==> src/design/assert_macros.svh <==
// Assertion macros shared by the angle pipeline RTL.
`ifndef ASSERT_MACROS_SVH
`define ASSERT_MACROS_SVH

// Same-cycle implication, sampled on clk, off while rst_n is low
`define SABV_ASSERT_IMPL(label, ante, cons, msg) \
    label: assert property (@(posedge clk) disable iff (!rst_n) (ante) |-> (cons)) \
        else $error(msg);

// Next-cycle implication, sampled on clk, off while rst_n is low
`define SABV_ASSERT_NEXT(label, ante, cons, msg) \
    label: assert property (@(posedge clk) disable iff (!rst_n) (ante) |=> (cons)) \
        else $error(msg);

`endif

==> src/design/sabv_pkg.sv <==
// Shared types, constants and the arctangent table for the vector angle pipeline.
`default_nettype none

package sabv_pkg;

    // Parameter defaults
    localparam int COORD_WIDTH_DEF   = 16;
    localparam int CORDIC_STAGES_DEF = 16;
    localparam int TABLE_LEN         = 24;

    // Result format: Q2.13 radians
    localparam int ANGLE_W     = 16;
    localparam int OUT_PI      = 25736;
    localparam int ROUND_SHIFT = 11;
    localparam int ROUND_HALF  = 1024;

    // Normalized operands: larger magnitude in [2^48, 2^49)
    localparam int NORM_MSB = 48;
    localparam int NORM_W   = 50;
    localparam int SH_W     = 6;

    // CORDIC datapath widths (x/y with gain headroom, z in Q.24 radians)
    localparam int XY_W = 53;
    localparam int Z_W  = 28;

    localparam logic signed [Z_W-1:0] ACC_HALF_PI = 28'sd26353589;
    localparam logic signed [ANGLE_W-1:0] ANGLE_PI = 16'sd25736;
    localparam logic signed [ANGLE_W-1:0] ANGLE_NEG_PI = -16'sd25736;

    // Flags that ride along with each item
    typedef struct packed {
        logic zero_len;
        logic cross_zero;
        logic dot_neg;
        logic cross_neg;
    } side_t;

    // One finished result
    typedef struct packed {
        logic signed [ANGLE_W-1:0] angle;
        logic                      zero_len;
    } result_t;

    // atan(2^-i) in Q.24, rounded to nearest
    function automatic logic signed [Z_W-1:0] atan_entry(input int idx);
        logic signed [Z_W-1:0] v;
        case (idx)
            0:       v = 28'sd13176795;
            1:       v = 28'sd7778716;
            2:       v = 28'sd4110060;
            3:       v = 28'sd2086331;
            4:       v = 28'sd1047214;
            5:       v = 28'sd524117;
            6:       v = 28'sd262123;
            7:       v = 28'sd131069;
            8:       v = 28'sd65536;
            9:       v = 28'sd32768;
            10:      v = 28'sd16384;
            11:      v = 28'sd8192;
            12:      v = 28'sd4096;
            13:      v = 28'sd2048;
            14:      v = 28'sd1024;
            15:      v = 28'sd512;
            16:      v = 28'sd256;
            17:      v = 28'sd128;
            18:      v = 28'sd64;
            19:      v = 28'sd32;
            20:      v = 28'sd16;
            21:      v = 28'sd8;
            22:      v = 28'sd4;
            23:      v = 28'sd2;
            default: v = '0;
        endcase
        return v;
    endfunction

endpackage

`default_nettype wire

==> src/design/sabv_norm.sv <==
// Dot/cross products and block normalization ahead of the CORDIC (six stages).
`default_nettype none

module sabv_norm #(
    parameter int COORD_WIDTH = sabv_pkg::COORD_WIDTH_DEF
) (
    input  logic                                clk,
    input  logic                                rst_n,
    input  logic                                en,
    input  logic                                in_valid,
    input  logic signed [COORD_WIDTH-1:0]       first_x,
    input  logic signed [COORD_WIDTH-1:0]       first_y,
    input  logic signed [COORD_WIDTH-1:0]       second_x,
    input  logic signed [COORD_WIDTH-1:0]       second_y,
    output logic                                out_valid,
    output logic signed [sabv_pkg::NORM_W-1:0]  x_n,
    output logic signed [sabv_pkg::NORM_W-1:0]  y_n,
    output sabv_pkg::side_t                     side
);
    import sabv_pkg::*;

    localparam int PW     = 2 * COORD_WIDTH;        // product width
    localparam int DW     = PW + 1;                 // dot / cross width
    localparam int MW     = PW;                     // magnitude width
    localparam int NG     = (MW + 7) / 8;           // 8-bit groups for msb search
    localparam int MWP    = NG * 8;
    localparam int GI_W   = (NG > 1) ? $clog2(NG) : 1;
    localparam int MSB_W  = GI_W + 3;
    localparam int WIDE_W = DW + NORM_MSB;

    // Stage 1: products
    logic                 v1_reg, zl1_reg;
    logic signed [PW-1:0] pa_reg, pc_reg, pp_reg, pq_reg;

    // Stage 2: dot and cross
    logic                 v2_reg, zl2_reg;
    logic signed [DW-1:0] dot2_reg, cross2_reg;

    // Stage 3: flags and combined magnitude
    logic                 v3_reg;
    side_t                side3_reg;
    logic signed [DW-1:0] dot3_reg, cross3_reg;
    logic [MW-1:0]        mag3_reg;
    logic [DW-1:0]        dot_abs, cross_abs;

    // Stage 4: per-group leading-one
    logic                 v4_reg;
    side_t                side4_reg;
    logic signed [DW-1:0] dot4_reg, cross4_reg;
    logic [NG-1:0]        grp_any_reg, grp_any_next;
    logic [2:0]           grp_pos_reg [NG], grp_pos_next [NG];
    logic [MWP-1:0]       mag_pad;

    // Stage 5: shift amount
    logic                 v5_reg;
    side_t                side5_reg;
    logic signed [DW-1:0] dot5_reg, cross5_reg;
    logic [SH_W-1:0]      sh_left_reg, sh_left_next, sh_right_reg, sh_right_next;
    logic                 sh_rsel_reg, sh_rsel_next;
    logic [MSB_W-1:0]     msb;

    // Stage 6: shifted operands
    logic                     v6_reg;
    side_t                    side6_reg;
    logic signed [NORM_W-1:0] xn_reg, yn_reg;
    logic signed [WIDE_W-1:0] dot_wide, cross_wide, dot_sh, cross_sh;

    // Valid bits
    always_ff @(posedge clk or negedge rst_n)
    begin
        if (!rst_n)
        begin
            v1_reg <= 1'b0;
            v2_reg <= 1'b0;
            v3_reg <= 1'b0;
            v4_reg <= 1'b0;
            v5_reg <= 1'b0;
            v6_reg <= 1'b0;
        end
        else if (en)
        begin
            v1_reg <= in_valid;
            v2_reg <= v1_reg;
            v3_reg <= v2_reg;
            v4_reg <= v3_reg;
            v5_reg <= v4_reg;
            v6_reg <= v5_reg;
        end
    end

    // Magnitudes of dot and cross; both fit MW bits
    always_comb
    begin
        dot_abs   = dot2_reg[DW-1] ? DW'(-dot2_reg) : DW'(dot2_reg);
        cross_abs = cross2_reg[DW-1] ? DW'(-cross2_reg) : DW'(cross2_reg);
    end

    // Leading one inside each 8-bit group
    always_comb
    begin
        mag_pad = MWP'(mag3_reg);
        for (int g = 0; g < NG; g++)
        begin
            grp_any_next[g] = |mag_pad[g*8 +: 8];
            grp_pos_next[g] = 3'd0;
            for (int b = 0; b < 8; b++)
            begin
                if (mag_pad[g*8 + b])
                begin
                    grp_pos_next[g] = 3'(b);
                end
            end
        end
    end

    // Highest nonzero group gives the msb, then the shift toward bit 48
    always_comb
    begin
        msb = '0;
        for (int g = 0; g < NG; g++)
        begin
            if (grp_any_reg[g])
            begin
                msb = MSB_W'(g * 8) + MSB_W'(grp_pos_reg[g]);
            end
        end
        sh_rsel_next  = (int'(msb) > NORM_MSB);
        sh_right_next = sh_rsel_next ? SH_W'(int'(msb) - NORM_MSB) : '0;
        sh_left_next  = sh_rsel_next ? '0 : SH_W'(NORM_MSB - int'(msb));
    end

    // Floor right shift or left shift, same amount on both operands
    always_comb
    begin
        dot_wide   = WIDE_W'(dot5_reg);
        cross_wide = WIDE_W'(cross5_reg);
        dot_sh     = sh_rsel_reg ? (dot_wide >>> sh_right_reg) : (dot_wide <<< sh_left_reg);
        cross_sh   = sh_rsel_reg ? (cross_wide >>> sh_right_reg)
                                 : (cross_wide <<< sh_left_reg);
    end

    // Datapath registers
    always_ff @(posedge clk)
    begin
        if (en)
        begin
            zl1_reg <= ((first_x == '0) && (first_y == '0)) ||
                       ((second_x == '0) && (second_y == '0));
            pa_reg  <= first_x * second_x;
            pc_reg  <= first_y * second_y;
            pp_reg  <= first_x * second_y;
            pq_reg  <= first_y * second_x;

            zl2_reg    <= zl1_reg;
            dot2_reg   <= DW'(pa_reg) + DW'(pc_reg);
            cross2_reg <= DW'(pp_reg) - DW'(pq_reg);

            side3_reg.zero_len   <= zl2_reg;
            side3_reg.cross_zero <= (cross2_reg == '0);
            side3_reg.dot_neg    <= dot2_reg[DW-1];
            side3_reg.cross_neg  <= cross2_reg[DW-1];
            dot3_reg             <= dot2_reg;
            cross3_reg           <= cross2_reg;
            mag3_reg             <= dot_abs[MW-1:0] | cross_abs[MW-1:0];

            side4_reg   <= side3_reg;
            dot4_reg    <= dot3_reg;
            cross4_reg  <= cross3_reg;
            grp_any_reg <= grp_any_next;
            grp_pos_reg <= grp_pos_next;

            side5_reg    <= side4_reg;
            dot5_reg     <= dot4_reg;
            cross5_reg   <= cross4_reg;
            sh_left_reg  <= sh_left_next;
            sh_right_reg <= sh_right_next;
            sh_rsel_reg  <= sh_rsel_next;

            side6_reg <= side5_reg;
            xn_reg    <= dot_sh[NORM_W-1:0];
            yn_reg    <= cross_sh[NORM_W-1:0];
        end
    end

    assign out_valid = v6_reg;
    assign x_n       = xn_reg;
    assign y_n       = yn_reg;
    assign side      = side6_reg;

endmodule

`default_nettype wire

==> config.mk <==
export PLATFORM = sky130hd
export DESIGN_NAME = sabv_norm
export DESIGN_NICKNAME = d
export VERILOG_FILES = /design/src/design/assert_macros.svh /design/src/design/sabv_pkg.sv /design/src/design/sabv_norm.sv
export SDC_FILE = /design/constraint.sdc
export NUM_CORES = 2
export LEC_CHECK = 0
export ABC_AREA = 1
export BUFFER_PORTS_ARGS = -buffer_cell sky130_fd_sc_hd__buf_2
export CAP_MARGIN = 20
export CORE_UTILIZATION = 55
export CTS_BUF_LIST = sky130_fd_sc_hd__clkbuf_8
export CTS_CLUSTER_SIZE = 10
export DETAILED_ROUTE_END_ITERATION = 8
export PLACE_DENSITY_LB_ADDON = 0.12
export SLEW_MARGIN = 20
export SYNTH_ARGS = -nofsm -noshare
export SYNTH_HDL_FRONTEND = slang
export SYNTH_SLANG_ARGS = --single-unit
==> constraint.sdc <==
create_clock -name clk -period 2.6 [get_ports clk]
set_clock_uncertainty 0.2 [all_clocks]
set_input_delay 0.26 -clock clk [delete_from_list [all_inputs] [get_ports clk]]
set_output_delay 0.26 -clock clk [all_outputs]
set_load 0.05 [all_outputs]
==> metrics.txt <==
nets@finish=11100; Skew-Pair Late Insertion Delay=between 0.7 and 0.8 ns; Worst Hold End=pp_reg[0]; placed cells=10900; fin. max-slew vios=0; synthesized cell area=between 70000 and 80000 µm²; critical path data required time=roughly 3 ns; # port buffers=approximately 170; worst min-delay path class=in -> reg; I/O Pins=around 170; largest net degree at the start of global routing=93; ranking of synthesized cells by area=fa_1 30%, edfxtp_1 24%, nand2_1 12%, inv_1 11%, ha_1 7.0%; vias=61100; global-route wire length before repair=~360000 µm; Vias/cell=5.41; Synth Area per Inst=8.25 µm²; Yosys warnings=0; htree depth=3; Worst-path clk slew=approximately 0.060 ns; WHS Path Cells=5; ratio of cells with drive above 1 in the final layout=approximately 28%; sequential area share after synthesis=24.0%; core area=approximately 130000 µm²; most common cell in the netlist=nand2_1; Routed WL=238000 µm; Die W=about 360 µm; Netlist cell types=43; Post-synth EDFFs=about 560; Layout area overhead=31.2%; initial core utilization=55.4%; RePlAce Congestion=around 1; simple logic cell fraction of the synthesized area=approximately 20%; row cnt=131; total global routing track utilization=36.3%; Final setup violation count=between 100 and 150; XOR/XNOR Fraction of Synth Area=2.25%; Overflow after GRT=0; initial antenna violation count=8; Critical Path AT=5.36 ns; Worst-Margin Slew=roughly 0.65 ns; DRC errors left=0; critical-path maximum fanout=8; Post-synth top cells=2226 x nand2_1, 2031 x inv_1, 1050 x fa_1; CP Launch Type=primary input; ys async rst share=under 10%; Compound-Gate Fraction of Synth Area=between 4 and 5%; vias in the first global route=~62000; failing checks=setup timing; Setup WS post-layout=-2.45 ns; antenna-violating nets left=0; DR WL/cell=roughly 21 µm; pre-CTS WS=-3.44 ns; Synth Flop Type=edfxtp_1; fmax=198 MHz; fillers=between 9000 and 10000; post-synthesis sequential element count=about 560; DPL Wire Length=about 190000 µm; die area=130000 µm²; clock period minus worst slack=~5.0 ns; initial DRC count=slightly above 5000; Max Cap Violations=0; critical path class=in -> reg; post-synthesis cell count=around 8500; Synth Area in Adders=36.8%; element type at the critical path end=flip-flop; DIE HEIGHT=360 µm; Post-Synthesis Net Count=10100; outcome=finished with violations; CTS tree=done; unrepaired setup endpoints after global routing=yes; fin crit share=194%; First-pass DRT Iterations=9; Slew HR=56.4%; Register-to-Register Path Depth=10; share of the synthesized area in the top cell type=between 20% and 30%; post-synth top area cell=fa_1; clock buffer count from CTS=93; HP Start=first_x[0]; main combinational cell family by area after synthesis=adder cells; maximum root-to-sink buffer count=3; Hold Vio Cnt, Final=0; CTS sink count=~560; R2R setup slack=-0.31 ns; RR Endpoint=cross2_reg[19]; worst r2r src=pp_reg[11]; post-route insts no fill=11300; CTS root buffer=clkbuf_8; mux contribution to synthesized area=0%
-- critical path, stage by stage --
cell	delay [ns]
buf_12	0.12
buf_12	0.15
buf_12	0.12
nand2_4	0.05
inv_2	0.03
fa_2	0.60
fa_2	0.57
buf_4	0.19
fa_1	0.55
fa_1	0.43
fa_1	0.51
inv_1	0.06
fa_1	0.51
inv_2	0.05
ha_4	0.31
nand2_4	0.11
nor2_2	0.18
nand2_2	0.12
nor3_4	0.14
nand2_2	0.12
nand4_1	0.10
nand2_1	0.08
-- cells by family (layout without fill, tap and decap cells) --
kind of cell	count (synthesis)	count (layout)
compound gates	571	571
xor+xnor	181	181
fa+ha+maj	1445	1445
buf+inv	2388	3473
flops	564	564
other cells	0	8
simple gates	3397	3397
-- metal layers --
metal / vias up / track usage, % / part of all wire (%)
met2: 2634 / 57.6 / 46
met5: - / 0 / 0.0055
met4: 2 / 17.9 / 6.1
met3: 531 / 6.40 / 8.3
met1: 30000 / 48.0 / 40
li1: 27900 / - / -
-- timing repair --
item / 4_1_cts / 5_1_grt
hold buffers: 10 / 0
resized for setup: 855 / 830
endpoints found under the setup margin: 122 / 144
pin swaps: 402 / 523
setup buffers: 144 / 99
cloned: 12 / 2
endpoints found under the hold margin: 229 / 0
-- per-stage QoR --
step	hold slack [ns]	setup TNS [ns]	cell area, µm²	utilization [%]
3_3_place_gp	-0.109	-321.60	82300	64.6
6_report	0.0983	-216.33	92500	72.6
4_1_cts	0.0921	-209.97	88900	69.8
5_1_grt	0.0948	-229.22	92500	72.6
3_5_place_dp	-0.103	-326.18	82300	64.6
2_1_floorplan	-0.236	-244.75	74800	-
-- placed cells by master, fill, tap and decap left out, types with 58 or more instances in the layout --
| cell | instances |
|---|---|
| a21oi_1 | 154 |
| a21oi_2 | 58 |
| a21oi_4 | 60 |
| buf_12 | 135 |
| buf_2 | 114 |
| buf_4 | 740 |
| buf_6 | 206 |
| clkbuf_8 | 93 |
| edfxtp_1 | 558 |
| fa_1 | 924 |
| fa_2 | 126 |
| ha_1 | 237 |
| ha_4 | 137 |
| inv_1 | 1765 |
| inv_2 | 268 |
| nand2_1 | 1915 |
| nand2_2 | 170 |
| nand2_4 | 122 |
| nand3_1 | 466 |
| nand4_1 | 78 |
| nor2_1 | 284 |
| nor2_4 | 66 |
| o21ai_0 | 148 |
| xor2_1 | 102 |
-- layout make-up --
class | count | area [µm²] | area share [%]
clock buffer | 93 | 1280 | 1.38
tap | 1662 | 2080 | 2.25
clock inverter | 78 | 601 | 0.649
antenna | 8 | 20.0 | 0.0216
timing repair buffer | 1265 | 12400 | 13.4
inverter | 2037 | 7740 | 8.37
sequential | 564 | 16900 | 18.3
multi-input combinational | 5594 | 51500 | 55.6
-- how the worst max path moves through the flow --
stage / slack, ns / startpoint / depth (start not counted) / end
5_1_grt: -2.58 / second_x[7] / 22 / pa_reg[29]
4_1_cts: -2.34 / second_x[4] / 25 / pa_reg[29]
2_1_floorplan: -2.95 / first_y[15] / 24 / pc_reg[31]
3_3_place_gp: -3.39 / first_y[12] / 20 / pq_reg[20]
3_5_place_dp: -3.44 / first_y[15] / 22 / pc_reg[29]
6_report: -2.45 / first_x[15] / 22 / pa_reg[28]
Power is not shown: default switching activity piles up to over one toggle a cycle in this logic, so the estimate is an artifact.
